$ cat src/wpsm_pkg.sv
// Package for the wildcard path suffix matcher.
// Holds the command codes and the queue entry type shared by the front end, the queue and the core.
// No dependencies.
package wpsm_pkg;

  localparam int SYMBOL_W = 16;
  localparam int QUEUE_DEPTH = 2;

  localparam logic [1:0] OP_CLEAR  = 2'd0;
  localparam logic [1:0] OP_APPEND = 2'd1;
  localparam logic [1:0] OP_TEXT   = 2'd2;

  localparam logic [1:0] KIND_ORDINARY = 2'd0;
  localparam logic [1:0] KIND_SINGLE   = 2'd1;
  localparam logic [1:0] KIND_STAR     = 2'd2;

  typedef enum logic [2:0] {
    CMD_CLEAR,
    CMD_ORDINARY,
    CMD_SINGLE,
    CMD_STAR,
    CMD_TEXT,
    CMD_TEXT_LAST
  } cmd_t;

  typedef struct packed {
    cmd_t                cmd;
    logic [SYMBOL_W-1:0] symbol;
  } entry_t;

endpackage

$ cat src/wpsm_front.sv
// Front end of the wildcard path suffix matcher: decodes each input request into a command.
// Requests with no effect are dropped here. Depends on wpsm_pkg.
module wpsm_front (
  input  logic [1:0]                  op,
  input  logic [1:0]                  term_kind,
  input  logic                        is_last,
  input  logic [wpsm_pkg::SYMBOL_W-1:0] symbol,
  output logic                        keep,
  output wpsm_pkg::entry_t            entry
);

  always_comb begin
    keep = 1'b0;
    entry.cmd = wpsm_pkg::CMD_CLEAR;
    entry.symbol = symbol;
    unique case (op)
      wpsm_pkg::OP_CLEAR: begin
        keep = 1'b1;
      end
      wpsm_pkg::OP_APPEND: begin
        unique case (term_kind)
          wpsm_pkg::KIND_ORDINARY: begin
            keep = 1'b1;
            entry.cmd = wpsm_pkg::CMD_ORDINARY;
          end
          wpsm_pkg::KIND_SINGLE: begin
            keep = 1'b1;
            entry.cmd = wpsm_pkg::CMD_SINGLE;
          end
          wpsm_pkg::KIND_STAR: begin
            keep = 1'b1;
            entry.cmd = wpsm_pkg::CMD_STAR;
          end
          default: keep = 1'b0;
        endcase
      end
      wpsm_pkg::OP_TEXT: begin
        keep = 1'b1;
        entry.cmd = is_last ? wpsm_pkg::CMD_TEXT_LAST : wpsm_pkg::CMD_TEXT;
      end
      default: keep = 1'b0;
    endcase
  end

endmodule

$ cat src/wpsm_queue.sv
// Short command queue between the front end and the matcher core.
// Depends on wpsm_pkg for the entry type and depth.
module wpsm_queue (
  input  logic             clk,
  input  logic             rst,
  input  logic             push,
  input  wpsm_pkg::entry_t push_entry,
  output logic             full,
  input  logic             pop,
  output logic             head_valid,
  output wpsm_pkg::entry_t head_entry
);

  localparam int PtrW = $clog2(wpsm_pkg::QUEUE_DEPTH);
  localparam int CntW = $clog2(wpsm_pkg::QUEUE_DEPTH + 1);

  wpsm_pkg::entry_t slots [wpsm_pkg::QUEUE_DEPTH];
  logic [PtrW-1:0] wr_ptr;
  logic [PtrW-1:0] rd_ptr;
  logic [CntW-1:0] count;

  assign full = (count == CntW'(wpsm_pkg::QUEUE_DEPTH));
  assign head_valid = (count != '0);
  assign head_entry = slots[rd_ptr];

  always_ff @(posedge clk) begin
    if (push) begin
      slots[wr_ptr] <= push_entry;
    end
  end

  always_ff @(posedge clk) begin
    if (rst) begin
      wr_ptr <= '0;
      rd_ptr <= '0;
      count <= '0;
    end else begin
      if (push) begin
        wr_ptr <= PtrW'(wr_ptr + 1'b1);
      end
      if (pop) begin
        rd_ptr <= PtrW'(rd_ptr + 1'b1);
      end
      if (push && !pop) begin
        count <= count + 1'b1;
      end else if (pop && !push) begin
        count <= count - 1'b1;
      end
    end
  end

endmodule

$ cat src/wpsm_core.sv
// Matcher core: holds the pattern and the partial match vector and executes queued commands.
// Owns the output register. Depends on wpsm_pkg.
module wpsm_core #(
  parameter int MAX_TERMS = 32,
  parameter int SYMBOL_BITS = 16
) (
  input  logic             clk,
  input  logic             rst,
  input  logic             head_valid,
  input  wpsm_pkg::entry_t head_entry,
  output logic             pop,
  output logic             out_valid,
  input  logic             out_ready,
  output logic             out_matched,
  output logic             out_truncated
);

  localparam int SymW = (SYMBOL_BITS < wpsm_pkg::SYMBOL_W) ? SYMBOL_BITS : wpsm_pkg::SYMBOL_W;
  localparam int CntW = $clog2(MAX_TERMS + 1);
  localparam int IdxW = (MAX_TERMS > 1) ? $clog2(MAX_TERMS) : 1;

  logic [SymW-1:0]      pattern_symbols [MAX_TERMS];
  logic [MAX_TERMS-1:0] single_wild_mask;
  logic [MAX_TERMS-1:0] before_star_mask;
  logic [CntW-1:0]      pattern_count;
  logic                 has_star;
  logic [MAX_TERMS-1:0] partial_vector;
  logic                 overflow_flag;

  logic [SymW-1:0]      sym;
  logic [MAX_TERMS-1:0] match_vec;
  logic [MAX_TERMS-1:0] used_mask;
  logic [MAX_TERMS-1:0] r_next;
  logic [CntW-1:0]      count_m1;
  logic [IdxW-1:0]      last_idx;
  logic [IdxW-1:0]      wr_idx;
  logic                 full_pattern;
  logic                 matched_next;
  logic                 gives_result;

  assign sym = head_entry.symbol[SymW-1:0];
  assign count_m1 = pattern_count - CntW'(1);
  assign last_idx = count_m1[IdxW-1:0];
  assign wr_idx = pattern_count[IdxW-1:0];
  assign full_pattern = (pattern_count == CntW'(MAX_TERMS));

  always_comb begin
    for (int k = 0; k < MAX_TERMS; k++) begin
      match_vec[k] = single_wild_mask[k] || (pattern_symbols[k] == sym);
      used_mask[k] = (CntW'(k) < pattern_count);
    end
    r_next = ((((partial_vector << 1) | MAX_TERMS'(1)) & match_vec)
             | (partial_vector & before_star_mask)) & used_mask;
    matched_next = (pattern_count == '0) ? has_star : r_next[last_idx];
  end

  assign gives_result = (head_entry.cmd == wpsm_pkg::CMD_TEXT_LAST);
  assign pop = head_valid && (!gives_result || !out_valid || out_ready);

  always_ff @(posedge clk) begin
    if (pop && !full_pattern
        && (head_entry.cmd == wpsm_pkg::CMD_ORDINARY
            || head_entry.cmd == wpsm_pkg::CMD_SINGLE)) begin
      pattern_symbols[wr_idx] <= sym;
    end
  end

  always_ff @(posedge clk) begin
    if (pop && gives_result) begin
      out_matched <= matched_next;
      out_truncated <= overflow_flag;
    end
  end

  always_ff @(posedge clk) begin
    if (rst) begin
      single_wild_mask <= '0;
      before_star_mask <= '0;
      pattern_count <= '0;
      has_star <= 1'b0;
      partial_vector <= '0;
      overflow_flag <= 1'b0;
      out_valid <= 1'b0;
    end else begin
      if (pop && gives_result) begin
        out_valid <= 1'b1;
      end else if (out_ready) begin
        out_valid <= 1'b0;
      end
      if (pop) begin
        case (head_entry.cmd) inside
          wpsm_pkg::CMD_CLEAR: begin
            single_wild_mask <= '0;
            before_star_mask <= '0;
            pattern_count <= '0;
            has_star <= 1'b0;
            partial_vector <= '0;
            overflow_flag <= 1'b0;
          end
          wpsm_pkg::CMD_ORDINARY, wpsm_pkg::CMD_SINGLE: begin
            if (full_pattern) begin
              overflow_flag <= 1'b1;
            end else begin
              if (head_entry.cmd == wpsm_pkg::CMD_SINGLE) begin
                single_wild_mask[wr_idx] <= 1'b1;
              end
              pattern_count <= pattern_count + 1'b1;
            end
          end
          wpsm_pkg::CMD_STAR: begin
            has_star <= 1'b1;
            if (pattern_count != '0) begin
              before_star_mask[last_idx] <= 1'b1;
            end
          end
          wpsm_pkg::CMD_TEXT: begin
            partial_vector <= r_next;
          end
          wpsm_pkg::CMD_TEXT_LAST: begin
            partial_vector <= '0;
          end
          default: begin
          end
        endcase
      end
    end
  end

endmodule

$ cat src/wildcard_path_suffix_matcher.sv
// Top level of the wildcard path suffix matcher.
// Instantiates wpsm_front, wpsm_queue and wpsm_core; depends on wpsm_pkg.
//
// Usage: every request on the s_ channel is one command. op 0 clears the pattern, op 1
// appends a term (ordinary symbol, single wildcard or unlimited wildcard, chosen by
// term_kind), op 2 streams one text symbol. A text symbol with tlast high closes the
// path and yields one request on the m_ channel carrying matched and truncated.
// Other requests yield nothing on the m_ channel.
// Throughput: one request per cycle while s_tready is high. Every command finishes in
// a single pass of the core, which updates all pattern positions in parallel.
// Result path: the closing text symbol is written into the queue, then executed from
// the queue head into the output register, which raises m_tvalid.
// When the receiver stalls, the core holds the result and keeps executing commands
// that produce none; a second result waits in the two-entry queue, and s_tready falls
// only when that queue is full. Reset clears the pattern, the match state, the queue
// and m_tvalid; the block accepts requests in the cycle after reset.
module wildcard_path_suffix_matcher #(
  parameter int MAX_TERMS = 32,
  parameter int SYMBOL_BITS = 16
) (
  input  logic        clk,
  input  logic        rst,
  input  logic        s_tvalid,
  output logic        s_tready,
  input  logic [15:0] s_tdata,  // [15:0] symbol
  input  logic [3:0]  s_tuser,  // [1:0] op, [3:2] term_kind
  input  logic        s_tlast,  // is_last
  output logic        m_tvalid,
  input  logic        m_tready,
  output logic [7:0]  m_tdata   // [0] matched, [1] truncated, [7:2] zero
);

  logic             keep;
  logic             full;
  logic             push;
  logic             pop;
  logic             head_valid;
  wpsm_pkg::entry_t front_entry;
  wpsm_pkg::entry_t head_entry;
  logic             matched;
  logic             truncated;

  assign s_tready = !rst && !full;
  assign push = s_tvalid && s_tready && keep;
  assign m_tdata = {6'b0, truncated, matched};

  wpsm_front u_front (
    .op        (s_tuser[1:0]),
    .term_kind (s_tuser[3:2]),
    .is_last   (s_tlast),
    .symbol    (s_tdata),
    .keep      (keep),
    .entry     (front_entry)
  );

  wpsm_queue u_queue (
    .clk        (clk),
    .rst        (rst),
    .push       (push),
    .push_entry (front_entry),
    .full       (full),
    .pop        (pop),
    .head_valid (head_valid),
    .head_entry (head_entry)
  );

  wpsm_core #(
    .MAX_TERMS   (MAX_TERMS),
    .SYMBOL_BITS (SYMBOL_BITS)
  ) u_core (
    .clk           (clk),
    .rst           (rst),
    .head_valid    (head_valid),
    .head_entry    (head_entry),
    .pop           (pop),
    .out_valid     (m_tvalid),
    .out_ready     (m_tready),
    .out_matched   (matched),
    .out_truncated (truncated)
  );

endmodule

$ cat config.mk
export PLATFORM = sky130hd
export DESIGN_NAME = wildcard_path_suffix_matcher
export DESIGN_NICKNAME = d
export VERILOG_FILES = /design/src/wpsm_pkg.sv /design/src/wpsm_front.sv /design/src/wpsm_queue.sv /design/src/wpsm_core.sv /design/src/wildcard_path_suffix_matcher.sv
export SDC_FILE = /design/constraint.sdc
export NUM_CORES = 1
export LEC_CHECK = 0
export BUFFER_PORTS_ARGS = -buffer_cell sky130_fd_sc_hd__buf_4
export CORE_MARGIN = 2
export CORE_UTILIZATION = 50
export CTS_CLUSTER_DIAMETER = 120
export DETAILED_ROUTE_END_ITERATION = 8
export PLACE_DENSITY = 0.66
export SETUP_SLACK_MARGIN = 0.4
export SLEW_MARGIN = 20
export SYNTH_ARGS = -nofsm -noshare
export SYNTH_HDL_FRONTEND = slang
export SYNTH_SLANG_ARGS = --single-unit
$ cat constraint.sdc
create_clock -name clk -period 9.9 [get_ports clk]
set_input_delay 2.97 -clock clk [delete_from_list [all_inputs] [get_ports clk]]
set_output_delay 2.97 -clock clk [all_outputs]
set_load 0.05 [all_outputs]
=== Yosys cells after proc, flatten, opt, wreduce, memory -nomap -nowiden ===
Memory sizes are Yosys's and may differ from the RTL's. A register that Yosys moved wholly into a read port is not among the register bits.
Index checks and enable logic that the tools add are counted.

* Add/subtract/negate cells: 6
* $mul: 0
* Divide/modulo/power cells: 0
* $lt $le $gt $ge: 36
* Eq/ne operators: 46
* Shifts and indexed selects: 0
* Mux-type cells: 44
* Bitwise gates (word level): 6
* Reductions and logical operators: 76

{| class="wikitable"
|+ Operator list
! operator !! number
|-
| $eq 16x16->1 || 32
|-
| $mux 32 || 13
|-
| $and 32x32->32 || 3
|-
| $lt 5x6->1 const A || 16
|-
| $or 32x32->32 || 3
|-
| $lt 4x6->1 const A || 8
|-
| $logic_or 1x1->1 || 35
|-
| $lt 3x6->1 const A || 4
|-
| $mux 1 || 20
|-
| $mux 6 || 3
|-
| $reduce_bool 2->1 || 8
|-
| $lt 1x6->1 const A || 2
|-
| $lt 2x6->1 const A || 2
|-
| $lt 5x6->1 const B || 2
|-
| $reduce_and 4->1 || 3
|-
| $logic_and 1x1->1 || 11
|-
| $demux 1 s5 || 2
|-
| $ge 5x1->1 const B || 2
|-
| $reduce_and 3->1 || 3
|-
| $logic_not 1->1 || 7
|-
| $add 6x1->6 const B || 1
|-
| $eq 2x2->1 const B || 3
|-
| $eq 3x2->1 const B || 2
|-
| $eq 3x3->1 const B || 2
|-
| other kinds (21) || 27
|}

* Flip-flop bits (word level): 111
* Latch bits: 0
* Memory bits (writable): 550
* ROM bits: 0
* Bits of input ports: 25
* Output and inout bits: 10
* Logic and storage cells: 228
* Memories kept: 2

{| class="wikitable"
|+ Memory list
! memory !! words !! width !! read ports !! clocked after memory_dff !! wr ports !! line !! RTL
|-
| u_core.pattern_symbols || 32 || 16 || 32 || 0 || 1 || wpsm_core.sv:22 || <nowiki>logic [SymW-1:0] pattern_symbols [MAX_TERMS];</nowiki>
|-
| u_queue.slots || 2 || 19 || 1 || 1 || 1 || wpsm_queue.sv:17 || <nowiki>wpsm_pkg::entry_t slots [wpsm_pkg::QUEUE_DEPTH];</nowiki>
|}

=== Longest topological paths before layout ===
* Depth after elaboration: 10
* Gate-level depth with buffers: 13
* Depth with buffers taken out: 10

=== By module ===
A second synthesis with hierarchy kept.

* Cell total of the unflattened synthesis: 2056
* Area, all modules: 28424.8 sq um

{| class="wikitable"
|+ By module, submodules not included
! module !! instances !! cells an instance !! area an instance (sq um) !! seq. area each (sq um)
|-
| wpsm_core || 1 || 1930 || 26502.9 || 17536.8
|-
| wpsm_queue || 1 || 81 || 1581.5 || 1241.2
|-
| wpsm_front || 1 || 34 || 260.2 || 0.0
|-
| wildcard_path_suffix_matcher || 1 || 11 || 80.1 || 0.0
|}

=== Worst setup path before layout ===
OpenSTA, ideal clock, no wires.

* Kind: in2out
* Start point: in rst
* End point: out s_tready
* Arrival: 3.915 ns
* Data required time: 6.930 ns
* Slack: 3.015 ns
* Stages: 2
* Buffers on the path: 1
* Cell sequence: clkbuf_1 a21oi_1

* Cells in the longest elaborated chain, start to end: 2

{| class="wikitable"
|+ RTL lines
! what !! line !! RTL
|-
| start: declaration || wildcard_path_suffix_matcher.sv:22 || <nowiki>input logic rst,</nowiki>
|-
| $logic_not 1->1 || wildcard_path_suffix_matcher.sv:43 || <nowiki>assign s_tready = !rst && !full;</nowiki>
|-
| $logic_and 1x1->1 || wildcard_path_suffix_matcher.sv:43 ||
|-
| end: declaration || wildcard_path_suffix_matcher.sv:24 || <nowiki>output logic s_tready,</nowiki>
|}

No other way between the ends.

=== Worst setup path in the final report ===
Same ends and word-level chain as after synthesis.

==> run summary <==
The number of rows in the core area came out at 87. The total negative slack came out at 0 ns. The post-synthesis cell count came out at ~2000. The initial utilization of the core area, before any placement, comes to 0.505.

The clock tree from TritonCTS is yes. The via count of the first global-routing pass is 17000. The total leakage power came out at just under 0.01 uW.

The setup path with the least slack is of type primary input to output port. The total global routing overflow came out at 0. The maximum number of pins on one net before global-route repair is 45. The flow ran to the end, and the final reports show no timing, DRC or antenna violations. In this run the standard cell core region covers approximately 56000 um^2.

The number of buffers added to fix hold violations after cts came out at 0. The clock net in this run drives a total of 662 sinks. The H-tree depth came out at 3. The data arrival at the endpoint of the critical path came out at 3.78 ns. The first-pass GRT wire length is ~110000 um. The fraction of synthesis flops using an asynchronous set or reset pin is 0. In the finished design, the share of the clock period the worst path needs comes to 0.682. Measured against its own limit, the worst slew margin works out to 0.283.

Gates resized during post-CTS repair numbered 0. The path class of the tightest hold or removal check is register to register. The total of buffers placed on input and output ports is 28. After the last flow step, the layout net total stands at approximately 2100. The maximum clock frequency came out at around 150 MHz. The number of buffers inserted to repair setup after CTS is 0. The number of diodes came out at 0.

The number of remaining DRC errors came out at 0. The total power is just over 7000 uW. Once routing completed, OpenROAD measured the worst setup slack at 3.15 ns. The final routed wire length divided by cell count came out at between 20 and 30 um. The final setup violation count came out at 0. The average size of a mapped cell came out at between 10 and 15 um^2.

35 I/O pins were placed. The number of synthesis warnings came out at 0. The width of the die is about 240 um. In this run, distinct cell masters in the synthesized netlist total between 60 and 70. The clock-pin slew on the worst setup and hold paths came out at roughly 0.06 ns. The peak fanout along the critical path came out at 44. Across the VDD grid, the largest voltage drop is around 0.00013 V. The transition at the pin with the smallest max-transition slack came out at approximately 1.1 ns. Counting flops and latches in the post-synthesis netlist gives between 600 and 700. In the final layout, the share of cells above drive strength 1 is 0.113.

The total track usage is 0.268. The worst-skew pair later-pin latency is between 0.6 and 0.7 ns. CTS placed an instance of sky130_fd_sc_hd__clkbuf_16 at the clock tree root.

The most frequently used flop master after synthesis is sky130_fd_sc_hd__edfxtp_1. The CTS buffer count came out at 70. The worst setup path is captured at an output port. The number of antenna violations at the first check in global routing is 0. The areal power density over the cells is between 200 and 250 nW/um^2. The placer congestion estimate is 0.937. The number of fill cells in the layout is 4550. The utilization after layout came out at 0.564. The worst-case clock skew came out at roughly 0.034 ns. The sequential share of the synthesized area is 0.659. The first routing iteration left between 1500 and 2000 violations. The worst reg2reg path depth is 7. The number of iterations in the first detailed-routing pass came out at 5. Setup repair after global routing left no endpoint under its margin. The vias after detailed routing came out at 17300. The die is roughly 240 um tall. At the worst endpoint, the required time is between 6 and 7 ns.

The final critical-path required period came out at about 6.7 ns. The count of flip-flops with a built-in enable after synthesis is about 550. The post-synth design cell area came out at approximately 28000 um^2.

The number of endpoints with negative hold slack in the final report came out at 0. The count of nets left with antenna violations once routing finished came out at 0. The hold-critical path depth came out at 0.

The worst setup path is launched from a primary input. The max capacitance violation total came out at 0. The die covers 58900 um^2. The max-slew violation total from the final report came to 0.

The maximum clock insertion buffer count is 3. The post-synthesis to final-layout area growth came out at 11.7%. Using the TritonRoute via totals, the vias-per-cell ratio works out to 5.95. The setup slack at placement came out at about 3.1 ns. The wire-length estimate of the detail-placed layout is ~45000 um.

The total wire length after detailed routing is around 80000 um.
[critical path: stages]
cell	delay, ns
sky130_fd_sc_hd__buf_4	0.43
sky130_fd_sc_hd__a21oi_1	0.15
sky130_fd_sc_hd__buf_4	0.23
[final timing paths]
path,startpoint,end,slack (ns)
max,rst,s_tready,3.15
min reg2reg,u_core.overflow_flag,u_core.out_truncated,0.45
min,u_core.overflow_flag,u_core.out_truncated,0.45
max reg2reg,u_core.pattern_count[0],u_core.pattern_symbols[13][11],4.89
[kinds of logic after synthesis]
kind of cell             share of synthesized area
other                                     0.000132
AND/OR/NAND/NOR                             0.0779
adder cells (fa/ha/maj)                    0.00562
XOR/XNOR                                     0.161
AO/OA/AOI/OAI                               0.0534
buffers and inverters                       0.0265
multiplexers                                0.0159
flip-flops                                   0.659
[final cells by class]
type,count,area [um^2],area share
tap,756,946,0.0297
timing repair buffer,89,668,0.0210
sequential,662,18800,0.590
multi-input combinational,1256,9070,0.285
inverter,27,101,0.00319
clock buffer,92,1930,0.0606
clock inverter,33,312,0.00980
[Yosys cell counts (all sizes together), types with 11 or more instances]
master,count,area share
mux2i,22,0.015
nand4,38,0.0083
a22oi,24,0.0063
and2,12,0.0026
xnor2,493,0.15
a31oi,24,0.0053
xor2,31,0.0095
clkbuf,45,0.0059
buf,60,0.017
ha,12,0.0053
nand2,39,0.0051
nor4,125,0.028
nor3,20,0.0035
o21ai,15,0.0026
inv,26,0.0034
nor2,171,0.023
edfxtp,552,0.58
a21oi,128,0.022
dfxtp,110,0.077
a32oi,11,0.0034
a211oi,20,0.0056
[placed cells by master, fill, tap and decap left out, types with 15 or more instances in the layout]
cell / Yosys / final
sky130_fd_sc_hd__inv_1: 26 / 26
sky130_fd_sc_hd__nor3_1: 20 / 15
sky130_fd_sc_hd__nand2_1: 39 / 39
sky130_fd_sc_hd__nor2_2: 0 / 21
sky130_fd_sc_hd__a22oi_1: 24 / 24
sky130_fd_sc_hd__mux2i_4: 16 / 16
sky130_fd_sc_hd__xnor2_1: 493 / 493
sky130_fd_sc_hd__clkbuf_16: 0 / 73
sky130_fd_sc_hd__nor2_1: 171 / 150
sky130_fd_sc_hd__a21oi_1: 128 / 128
sky130_fd_sc_hd__clkbuf_1: 45 / 16
sky130_fd_sc_hd__a31oi_1: 24 / 24
sky130_fd_sc_hd__xor2_1: 31 / 31
sky130_fd_sc_hd__dfxtp_1: 110 / 109
sky130_fd_sc_hd__nor4_1: 124 / 124
sky130_fd_sc_hd__edfxtp_1: 552 / 552
sky130_fd_sc_hd__a211oi_1: 18 / 18
sky130_fd_sc_hd__nand4_1: 38 / 38
sky130_fd_sc_hd__buf_4: 38 / 89
[layer usage]
| metal | global-route usage | share of wire |
|---|---|---|
| met1 | 0.365 | 0.41 |
| met2 | 0.441 | 0.48 |
| met3 | 0.0375 | 0.078 |
| met4 | 0.0982 | 0.033 |
| met5 | 0 | 0 |
[registers in the layout, summed over array words and instances (netlist names), 2 cells and up, named ones only]
| signal | cells |
|---|---|
| u_core.pattern_symbols | 512 |
| u_queue.slots | 38 |
| u_core.before_star_mask | 32 |
| u_core.pattern_count | 6 |
| u_core.single_wild_mask | 32 |
| u_core.partial_vector | 32 |
| u_queue.count | 2 |
[power by group]
part	internal, uW	switching [uW]
sequential	3160	24.7
combinational	427	958
clock	1510	1080
total	5090	2060
[stage by stage]
step                area, um^2  std cells  hold WS [ns]
detailed placement       29500       2790         0.433
CTS                      31800       2915         0.449
finish                   31800       2915         0.450
global route             31800       2915         0.455
floorplan                28500       2050         0.409
global placement         29500       2790         0.435
Power figures use the tool's default switching activity.
